`config.mk`:
```
export PLATFORM = sky130hd
export DESIGN_NAME = distance_vector_route_table
export DESIGN_NICKNAME = d
export VERILOG_FILES = /design/src/rtl/dvrt_pkg.sv /design/src/rtl/dvrt_front.sv /design/src/rtl/dvrt_back.sv /design/src/rtl/distance_vector_route_table.sv
export SDC_FILE = /design/constraint.sdc
export NUM_CORES = 1
export LEC_CHECK = 0
export BUFFER_PORTS_ARGS = -buffer_cell sky130_fd_sc_hd__buf_2
export CAP_MARGIN = 20
export CORE_MARGIN = 3
export CORE_UTILIZATION = 29
export DETAILED_ROUTE_END_ITERATION = 10
export PLACE_DENSITY = 0.55
export SYNTH_ARGS = -nofsm -noshare
export SYNTH_HDL_FRONTEND = slang
export SYNTH_HIERARCHICAL = 1
export SYNTH_SLANG_ARGS = --single-unit
export TNS_END_PERCENT = 10
```
`constraint.sdc`:
```
create_clock -name clk -period 13.15 [get_ports clk]
set_input_delay 0.6575 -clock clk [delete_from_list [all_inputs] [get_ports clk]]
set_output_delay 0.6575 -clock clk [all_outputs]
set_load 0.01 [all_outputs]
```
`src/rtl/dvrt_pkg.sv`:
```
// ----------------------------------------------------------------------------
// dvrt_pkg
// Shared types and constants for the distance-vector route table.
// ----------------------------------------------------------------------------
package dvrt_pkg;

  localparam int NODES_DEF = 64;
  localparam int PORTS_DEF = 8;

  localparam int FUNC_W = 3;
  localparam int NODE_W = 6;
  localparam int DIST_W = 8;
  localparam int PORT_W = 3;
  localparam int ACT_W  = 3;
  localparam int REACH_W = 2;

  typedef enum logic [FUNC_W-1:0] {
    FN_ADVERTISE = 3'd0,
    FN_FAILURE   = 3'd1,
    FN_LOGGER    = 3'd2,
    FN_PORT_DOWN = 3'd3,
    FN_LOOKUP    = 3'd4
  } func_code_t;

  typedef enum logic [ACT_W-1:0] {
    ACT_NONE       = 3'd0,
    ACT_FWD_ROUTE  = 3'd1,
    ACT_RPL_ROUTE  = 3'd2,
    ACT_FWD_FAIL   = 3'd3,
    ACT_FWD_LOGGER = 3'd4,
    ACT_RPL_LOGGER = 3'd5,
    ACT_FOUND      = 3'd6,
    ACT_NO_PATH    = 3'd7
  } action_t;

  typedef enum logic [REACH_W-1:0] {
    REACH_NONE = 2'd0,
    REACH_UP   = 2'd1,
    REACH_DOWN = 2'd2
  } reach_t;

  // Item kind after range checks in the front end.
  typedef enum logic [2:0] {
    K_NOP,
    K_ADV,
    K_FAIL,
    K_LOG,
    K_PDOWN,
    K_LOOKUP,
    K_NOPATH
  } kind_t;

  typedef struct packed {
    kind_t              kind;
    logic [NODE_W-1:0]  node;
    logic [DIST_W-1:0]  hop;
    logic [PORT_W-1:0]  port;
  } item_t;

  typedef struct packed {
    logic  valid;
    item_t item;
  } q_head_t;

  typedef struct packed {
    logic pop;
    logic clearing;
  } back_stat_t;

  typedef enum logic [2:0] {
    S_CLEAR,
    S_IDLE,
    S_EXEC,
    S_SCAN_RD,
    S_SCAN_EX,
    S_SCAN_END
  } state_t;

endpackage

```
`src/rtl/dvrt_front.sv`:
```
// ----------------------------------------------------------------------------
// dvrt_front
// Accepts input transactions, classifies them and queues them for the back end.
// ----------------------------------------------------------------------------
module dvrt_front
  import dvrt_pkg::*;
#(
  parameter int NODES = NODES_DEF,
  parameter int PORTS = PORTS_DEF
) (
  input  logic              clk,
  input  logic              rst_n,
  input  logic              in_valid,
  output logic              in_stall,
  input  logic [FUNC_W-1:0] in_func,
  input  logic [NODE_W-1:0] in_node_id,
  input  logic [DIST_W-1:0] in_hop_count,
  input  logic [PORT_W-1:0] in_arrival_port,
  input  back_stat_t        stat,
  output q_head_t           head
);

  item_t      q_r [2];
  logic       wp_r, wp_nxt, rp_r, rp_nxt;
  logic [1:0] cnt_r, cnt_nxt;
  item_t      cls;
  logic       node_ok, port_ok, push;

  always_comb begin
    node_ok  = int'(in_node_id) < NODES;
    port_ok  = int'(in_arrival_port) < PORTS;
    cls.node = in_node_id;
    cls.hop  = in_hop_count;
    cls.port = in_arrival_port;
    unique case (in_func)
      FN_ADVERTISE: cls.kind = (node_ok && port_ok) ? K_ADV : K_NOP;
      FN_FAILURE:   cls.kind = (node_ok && port_ok) ? K_FAIL : K_NOP;
      FN_LOGGER:    cls.kind = K_LOG;
      FN_PORT_DOWN: cls.kind = port_ok ? K_PDOWN : K_NOP;
      FN_LOOKUP:    cls.kind = node_ok ? K_LOOKUP : K_NOPATH;
      default:      cls.kind = K_NOP;
    endcase
  end

  assign in_stall   = cnt_r[1] || stat.clearing;
  assign push       = in_valid && !in_stall;
  assign head.valid = cnt_r != 2'd0;
  assign head.item  = q_r[rp_r];

  always_comb begin
    wp_nxt  = push ? !wp_r : wp_r;
    rp_nxt  = stat.pop ? !rp_r : rp_r;
    cnt_nxt = cnt_r + 2'(push) - 2'(stat.pop);
  end

  always_ff @(posedge clk) begin
    if (!rst_n) begin
      wp_r  <= 1'b0;
      rp_r  <= 1'b0;
      cnt_r <= 2'd0;
    end else begin
      wp_r  <= wp_nxt;
      rp_r  <= rp_nxt;
      cnt_r <= cnt_nxt;
    end
  end

  always_ff @(posedge clk) begin
    if (push) q_r[wp_r] <= cls;
  end

endmodule

```
`src/rtl/dvrt_back.sv`:
```
// ----------------------------------------------------------------------------
// dvrt_back
// Route memory, logger entry and the sequencer that carries out each item.
// ----------------------------------------------------------------------------
module dvrt_back
  import dvrt_pkg::*;
#(
  parameter int NODES = NODES_DEF
) (
  input  logic               clk,
  input  logic               rst_n,
  input  q_head_t            head,
  output back_stat_t         stat,
  output logic               out_valid,
  input  logic               out_stall,
  output logic [ACT_W-1:0]   out_action,
  output logic [NODE_W-1:0]  out_node,
  output logic [DIST_W-1:0]  out_distance,
  output logic [PORT_W-1:0]  out_port,
  output logic [REACH_W-1:0] out_reachability_change,
  output logic               out_last_result
);

  localparam int IW = $clog2(NODES);

  typedef struct packed {
    logic              valid;
    logic [DIST_W-1:0] hops;
    logic [PORT_W-1:0] port;
  } entry_t;

  entry_t mem [NODES];
  entry_t rd_r, wdata;
  logic [IW-1:0] rd_addr, waddr;
  logic          we;

  state_t state_r, state_nxt;
  item_t  cur_r, cur_nxt;
  logic [IW-1:0] scan_r, scan_nxt, clr_r, clr_nxt;
  logic          held_v_r, held_v_nxt;
  logic [NODE_W-1:0] held_node_r, held_node_nxt;
  logic              lg_v_r, lg_v_nxt;
  logic [NODE_W-1:0] lg_node_r, lg_node_nxt;
  logic [DIST_W-1:0] lg_dist_r, lg_dist_nxt;

  logic               ov_r, ov_nxt, olast_r, olast_nxt;
  action_t            oact_r, oact_nxt;
  logic [NODE_W-1:0]  onode_r, onode_nxt;
  logic [DIST_W-1:0]  odist_r, odist_nxt;
  logic [PORT_W-1:0]  oport_r, oport_nxt;
  reach_t             oreach_r, oreach_nxt;

  logic              out_free, emit;
  logic [DIST_W:0]   d9;
  logic [DIST_W-1:0] dsat;
  logic              hit;

  assign out_free = !ov_r || !out_stall;
  assign d9   = {1'b0, cur_r.hop} + 9'd1;
  assign dsat = d9[DIST_W] ? '1 : d9[DIST_W-1:0];
  assign hit  = rd_r.valid && rd_r.port == cur_r.port;

  always_ff @(posedge clk) begin
    if (we) mem[waddr] <= wdata;
    rd_r <= mem[rd_addr];
  end

  always_comb begin
    state_nxt     = state_r;
    cur_nxt       = cur_r;
    scan_nxt      = scan_r;
    clr_nxt       = clr_r;
    held_v_nxt    = held_v_r;
    held_node_nxt = held_node_r;
    lg_v_nxt      = lg_v_r;
    lg_node_nxt   = lg_node_r;
    lg_dist_nxt   = lg_dist_r;
    rd_addr       = IW'(cur_r.node);
    waddr         = IW'(cur_r.node);
    wdata         = rd_r;
    we            = 1'b0;
    stat.pop      = 1'b0;
    stat.clearing = 1'b0;
    emit          = 1'b0;
    oact_nxt      = ACT_NONE;
    onode_nxt     = '0;
    odist_nxt     = '0;
    oport_nxt     = '0;
    oreach_nxt    = REACH_NONE;
    olast_nxt     = 1'b1;

    unique case (state_r)
      S_CLEAR: begin
        stat.clearing = 1'b1;
        we    = 1'b1;
        waddr = clr_r;
        wdata = '0;
        clr_nxt = clr_r + 1'b1;
        if (clr_r == IW'(NODES - 1)) state_nxt = S_IDLE;
      end
      S_IDLE: begin
        rd_addr = IW'(head.item.node);
        if (head.valid) begin
          stat.pop   = 1'b1;
          cur_nxt    = head.item;
          scan_nxt   = '0;
          held_v_nxt = 1'b0;
          state_nxt  = (head.item.kind == K_PDOWN) ? S_SCAN_RD : S_EXEC;
        end
      end
      S_EXEC: begin
        if (out_free) begin
          emit      = 1'b1;
          state_nxt = S_IDLE;
          case (cur_r.kind)
            K_ADV: begin
              if (!rd_r.valid || {1'b0, rd_r.hops} > d9) begin
                we         = 1'b1;
                wdata      = '{valid: 1'b1, hops: dsat, port: cur_r.port};
                oact_nxt   = ACT_FWD_ROUTE;
                onode_nxt  = cur_r.node;
                odist_nxt  = dsat;
                oreach_nxt = rd_r.valid ? REACH_NONE : REACH_UP;
              end else if ({1'b0, rd_r.hops} + 9'd1 < {1'b0, cur_r.hop}) begin
                oact_nxt  = ACT_RPL_ROUTE;
                onode_nxt = cur_r.node;
                odist_nxt = rd_r.hops;
              end
            end
            K_FAIL: begin
              if (hit) begin
                we          = 1'b1;
                wdata.valid = 1'b0;
                oact_nxt    = ACT_FWD_FAIL;
                onode_nxt   = cur_r.node;
                oreach_nxt  = REACH_DOWN;
                if (lg_v_r && lg_node_r == cur_r.node) begin
                  lg_v_nxt    = 1'b0;
                  lg_node_nxt = '0;
                  lg_dist_nxt = '0;
                end
              end else if (rd_r.valid) begin
                oact_nxt  = ACT_RPL_ROUTE;
                onode_nxt = cur_r.node;
                odist_nxt = rd_r.hops;
              end
            end
            K_LOG: begin
              if (!lg_v_r || {1'b0, lg_dist_r} > d9) begin
                lg_v_nxt    = 1'b1;
                lg_node_nxt = cur_r.node;
                lg_dist_nxt = dsat;
                oact_nxt    = ACT_FWD_LOGGER;
                onode_nxt   = cur_r.node;
                odist_nxt   = dsat;
              end else if ({1'b0, lg_dist_r} < d9) begin
                oact_nxt  = ACT_RPL_LOGGER;
                onode_nxt = lg_node_r;
                odist_nxt = lg_dist_r;
              end
            end
            K_LOOKUP: begin
              onode_nxt = cur_r.node;
              if (rd_r.valid) begin
                oact_nxt  = ACT_FOUND;
                odist_nxt = rd_r.hops;
                oport_nxt = rd_r.port;
              end else begin
                oact_nxt = ACT_NO_PATH;
              end
            end
            K_NOPATH: begin
              oact_nxt  = ACT_NO_PATH;
              onode_nxt = cur_r.node;
            end
            default: ;
          endcase
        end
      end
      S_SCAN_RD: begin
        rd_addr   = scan_r;
        state_nxt = S_SCAN_EX;
      end
      S_SCAN_EX: begin
        // One match is held back so that the final one can carry the last flag.
        rd_addr = scan_r;
        waddr   = scan_r;
        if (!hit || !held_v_r || out_free) begin
          if (hit) begin
            we            = 1'b1;
            wdata.valid   = 1'b0;
            held_v_nxt    = 1'b1;
            held_node_nxt = NODE_W'(scan_r);
            if (held_v_r) begin
              emit       = 1'b1;
              oact_nxt   = ACT_FWD_FAIL;
              onode_nxt  = held_node_r;
              oreach_nxt = REACH_DOWN;
              olast_nxt  = 1'b0;
            end
          end
          scan_nxt = scan_r + 1'b1;
          if (scan_r == IW'(NODES - 1)) state_nxt = S_SCAN_END;
          else                          state_nxt = S_SCAN_RD;
        end
      end
      S_SCAN_END: begin
        if (out_free) begin
          emit      = 1'b1;
          state_nxt = S_IDLE;
          if (held_v_r) begin
            oact_nxt   = ACT_FWD_FAIL;
            onode_nxt  = held_node_r;
            oreach_nxt = REACH_DOWN;
          end
        end
      end
      default: state_nxt = S_IDLE;
    endcase
  end

  always_comb begin
    ov_nxt = emit ? 1'b1 : (ov_r && out_stall);
  end

  always_ff @(posedge clk) begin
    if (!rst_n) begin
      state_r  <= S_CLEAR;
      clr_r    <= '0;
      scan_r   <= '0;
      held_v_r <= 1'b0;
      lg_v_r   <= 1'b0;
      lg_node_r <= '0;
      lg_dist_r <= '0;
      ov_r     <= 1'b0;
    end else begin
      state_r  <= state_nxt;
      clr_r    <= clr_nxt;
      scan_r   <= scan_nxt;
      held_v_r <= held_v_nxt;
      lg_v_r   <= lg_v_nxt;
      lg_node_r <= lg_node_nxt;
      lg_dist_r <= lg_dist_nxt;
      ov_r     <= ov_nxt;
    end
  end

  always_ff @(posedge clk) begin
    cur_r       <= cur_nxt;
    held_node_r <= held_node_nxt;
    if (emit) begin
      oact_r   <= oact_nxt;
      onode_r  <= onode_nxt;
      odist_r  <= odist_nxt;
      oport_r  <= oport_nxt;
      oreach_r <= oreach_nxt;
      olast_r  <= olast_nxt;
    end
  end

  assign out_valid               = ov_r;
  assign out_action              = oact_r;
  assign out_node                = onode_r;
  assign out_distance            = odist_r;
  assign out_port                = oport_r;
  assign out_reachability_change = oreach_r;
  assign out_last_result         = olast_r;

endmodule

```
`src/rtl/distance_vector_route_table.sv`:
```
// ----------------------------------------------------------------------------
// distance_vector_route_table
// Distance-vector routing table keyed by node number.
// ----------------------------------------------------------------------------
// Input transactions (in_*) carry a function code, a node, a hop count and a
// port. Each one produces one or more result transactions (out_*); the final
// result of an input has out_last_result set. A transaction moves at a clock
// edge where valid is high and stall is low.
// A front end classifies items into a two-entry queue; the back end owns the
// route memory and performs a read-modify-write per item.
// Advertise, failure, logger and lookup read the memory in the idle state, then
// compute, write and load the output register in the execute state. Between
// acceptance and out_valid lie the queue, the idle and the execute state.
// Port down scans the whole memory, reading and checking each entry in turn,
// and emits one result per removed route, or one empty result if none is.
// After reset the route memory is cleared entry by entry, during which
// in_stall is high. When out_stall is high the output register holds
// its result and the back end waits; the queue keeps accepting until full.
// ----------------------------------------------------------------------------
module distance_vector_route_table
  import dvrt_pkg::*;
#(
  parameter int NODES = NODES_DEF,
  parameter int PORTS = PORTS_DEF
) (
  input  logic               clk,
  input  logic               rst_n,
  input  logic               in_valid,
  output logic               in_stall,
  input  logic [FUNC_W-1:0]  in_func,
  input  logic [NODE_W-1:0]  in_node_id,
  input  logic [DIST_W-1:0]  in_hop_count,
  input  logic [PORT_W-1:0]  in_arrival_port,
  output logic               out_valid,
  input  logic               out_stall,
  output logic [ACT_W-1:0]   out_action,
  output logic [NODE_W-1:0]  out_node,
  output logic [DIST_W-1:0]  out_distance,
  output logic [PORT_W-1:0]  out_port,
  output logic [REACH_W-1:0] out_reachability_change,
  output logic               out_last_result
);

  q_head_t    head;
  back_stat_t stat;

  dvrt_front #(.NODES(NODES), .PORTS(PORTS)) u_front (
    .clk, .rst_n, .in_valid, .in_stall, .in_func, .in_node_id,
    .in_hop_count, .in_arrival_port, .stat, .head
  );

  dvrt_back #(.NODES(NODES)) u_back (
    .clk, .rst_n, .head, .stat, .out_valid, .out_stall, .out_action,
    .out_node, .out_distance, .out_port, .out_reachability_change,
    .out_last_result
  );

endmodule

```
==> metrics <==
status finished, final reports clean; Syn Std Cell Area 0.0374 mm2; PortBufs 48; Worst path top cell family by delay simple AND/OR/NAND/NOR gates; Sink Count 906; GR Util met1 0.213; ys flop type edfxtp_1; CP bufs+invs 3; DR WL/cell 24.1 um; global route overflow 0; Critical Path Start Type register; CP max stage cell nor4_1; final slew viol count 0; Async S/R FF share, synth 0; Nets 2752; antenna violations before repair 2; met2 usage in global routing 0.254; WHS Endpoint u_front/q_r[0][9]; Post-Route Setup TNS 0 ns; Starting Density 0.293; final clock skew 0.0277 ns; core area 0.128 mm2; slowest cell delay on critical path 0.92 ns; syn_nets 2643; Critical Path End Type register; critical path class register to register; chip width approximately 370 um; CP required 13.74 ns; Detailed Route Iter0 Violations 2476; peak supply drop 0.0881 mV; minimum clock period between 5 and 6 ns; reg2reg start u_back/state_r[2]; #FFs+latches synth 906; RSZ-0062 raised after global routing false; crit path cell chain nand2b_1, a2bb2oi_2, buf_4, and2_4, buf_12, nor2_2, buf_16, a32oi_1, o2111ai_1, nor4_1, a31o_1; HP Start in_hop_count[6]; endpoints failing setup 0; worst skew pair latency 0.67 ns; layout cells sized above 1 0.144; Max Buffers Root-to-Sink 3; fin crit share 0.416; I/O pin cnt 49; Avg Inst Size Synth 14.4 um2; WP data arrival 6.06 ns; DRC viols 0; Power Density ~130 mW/mm2; YS warnings 6; grt met3 use 0.0280; total power 5.69 mW; FILL cells 12402; FF-to-FF End u_back/rd_r[5]; hold path cells 1; HPWL after detailed placement 66.5 mm; antenna-violating nets left 0; Fmax achieved 183 MHz; sequential element share of the synthesized area 0.714; Root Buffer clkbuf_16; Layout area overhead 14.8%; HP Class input port to register; RePlAce Congestion 0.867; n_diodes 0; post-CTS setup buffers 0; via count 23092; Worst-path clk slew around 0.06 ns; first-pass GRT wire length between 150 and 200 mm; R2R depth 11; vias in the first global route around 22000; EDFF count, synth 857; global routing's busiest layer met2; MaxCap Viol Count 0; full die area 0.133 mm2; CTS buffer count 94; Total Routed Length 107 mm; post-cts sizing count 0; CTS tree done; vias per cell 5.21; Multi-input gate area 0.0100 mm2; FP Rows 131; Netlist cell types 78; cells after synthesis approximately 2600; reg2reg setup slack slightly below 8 ns; Max-Slew Margin vs Limit 0.261; largest net degree at the start of global routing 125; CTS Hold Bufs 0; H-tree Lvls 3; Reg area between 0.02 and 0.03 mm2; Hold Fails Final Rpt 0; worst-margin pin slew 1.11 ns; Die Ht ~370 um; Leak between 10 and 15 nW; GRT Util Overall 0.157; TritonRoute pass-1 iters 5; critical-path maximum fanout 124
==> how the worst max path moves through the flow <==
| stage | from | to | slack, ns | depth (start not counted) |
|---|---|---|---|---|
| after floorplan | u_back/cur_r[9] | u_back/mem[0][0] | 9.03 | 15 |
| after global placement | u_back/state_r[2] | u_back/rd_r[6] | 7.84 | 10 |
| after CTS | u_back/state_r[2] | u_back/rd_r[5] | 7.83 | 11 |
| final | u_back/state_r[2] | u_back/rd_r[5] | 7.68 | 11 |
| after global routing | u_back/cur_r[5] | u_back/mem[55][3] | 7.49 | 12 |
| after detailed placement | u_back/state_r[2] | u_back/rd_r[5] | 7.87 | 11 |
==> final cells by class <==
class,instances,area share
clock buffers,124,0.0579
flip-flops and latches,906,0.622
multi-input cells,1517,0.233
clock inverters,42,0.00918
repair buffers,157,0.0266
inverters,28,0.00245
well taps,1662,0.0484
==> flip-flops by register name (all words and copies together) (netlist names), 2 cells and up, named ones only <==
register                        flops
u_back/clr_r                        6
u_back/held_node_r                  6
u_back/out_reachability_change      2
u_back/cur_r                       20
u_front/cnt_r                       2
u_back/lg_dist_r                    8
u_back/out_distance                 8
u_back/rd_r                        12
u_back/out_port                     3
u_front/q_r                        40
u_back/scan_r                       6
u_back/state_r                      3
u_back/out_action                   3
u_back/mem                        768
u_back/out_node                     6
u_back/lg_node_r                    6
==> worst reg2reg max path, cell delays in order (launching register included) <==
cell,delay (ns)
dfxtp_1,0.87
nand2b_1,0.44
a2bb2oi_2,0.17
buf_4,0.33
and2_4,0.61
buf_12,0.52
nor2_2,0.65
buf_16,0.27
a32oi_1,0.22
o2111ai_1,0.23
nor4_1,0.92
a31o_1,0.18
==> synth_stat cells (7+ instances only) <==
master | n | area [um2]
buf_2 | 60 | 300
a22o_1 | 13 | 114
clkbuf_1 | 64 | 240
a21boi_0 | 14 | 105
buf_4 | 8 | 60.1
or2_2 | 7 | 43.8
a21o_1 | 12 | 90.1
nand2_1 | 335 | 1260
o2bb2ai_1 | 9 | 78.8
o22ai_1 | 67 | 419
nor2_1 | 129 | 484
edfxtp_1 | 857 | 25700
inv_1 | 28 | 105
a32o_1 | 16 | 160
xnor2_1 | 18 | 158
xor2_1 | 12 | 105
a221o_1 | 8 | 80.1
nand3_1 | 76 | 380
a211oi_1 | 39 | 293
and3_1 | 52 | 325
a2111oi_0 | 9 | 78.8
a311o_1 | 8 | 80.1
nor3_1 | 18 | 90.1
nand2b_1 | 7 | 43.8
o31a_1 | 8 | 70.1
nor2b_1 | 13 | 81.3
a221oi_1 | 18 | 158
ha_1 | 24 | 300
o221ai_1 | 17 | 149
mux2i_1 | 164 | 1640
dfxtp_1 | 49 | 981
a31oi_1 | 25 | 156
nor4_1 | 13 | 81.3
o21a_1 | 13 | 97.6
o2111ai_1 | 10 | 87.6
nand4_1 | 23 | 144
mux2_2 | 70 | 788
and2_1 | 24 | 150
buf_1 | 8 | 30.0
o21ai_0 | 80 | 400
a22oi_1 | 20 | 150
a21oi_1 | 69 | 345
==> logic make-up (layout without fill, tap and decap cells) <==
family          count (synthesis)  count (layout)  synth area share
buf+inv                       172             351            0.0209
mux                           234             234            0.0649
fa+ha+maj                      25              25           0.00829
simple gates                  724             724            0.0888
xor+xnor                       31              31           0.00773
flops                         906             906             0.714
compound gates                503             503            0.0952
==> routing by layer <==
metal  part of all wire  up-vias
li1                   -    10280
met1               0.43    11757
met2               0.47      872
met3              0.072      183
met4              0.030        0
met5                  0        -
==> power breakdown <==
part | internal (mW) | switching [mW] | total, mW
combinational | 0.0138 | 0.0305 | 0.0443
sequential | 3.13 | 0.00422 | 3.13
clock | 1.43 | 1.09 | 2.51
total | 4.57 | 1.12 | 5.69
==> metrics by stage <==
| step | instance area [um2] | hold slack (ns) | setup WS [ns] | util | cells |
|---|---|---|---|---|---|
| 6_report | 42900 | 0.185 | 7.68 | 0.336 | 4436 |
| 5_1_grt | 42900 | 0.160 | 7.49 | 0.336 | 4436 |
| 4_1_cts | 42800 | 0.142 | 7.83 | 0.335 | 4429 |
| 3_5_place_dp | 40000 | 0.499 | 7.87 | 0.313 | 4263 |
| 3_3_place_gp | 39900 | 0.480 | 7.84 | 0.312 | 4260 |
| 2_1_floorplan | 37400 | 0.406 | 9.03 | - | 2595 |
==> cells in the final DEF (no fill, tap or decap), types with 20 or more instances in the layout <==
cell type / instances
edfxtp_1: 857
nand2_1: 334
mux2i_1: 164
nor2_1: 124
buf_4: 102
clkbuf_16: 94
o21ai_0: 80
nand3_1: 76
mux2_2: 70
a21oi_1: 67
o22ai_1: 67
and3_1: 52
dfxtp_1: 49
buf_2: 48
a211oi_1: 39
clkbuf_1: 28
inv_1: 28
a31oi_1: 25
ha_1: 24
and2_1: 23
nand4_1: 23
a22oi_1: 20
Note: power is estimated with default switching activity, not from simulation.
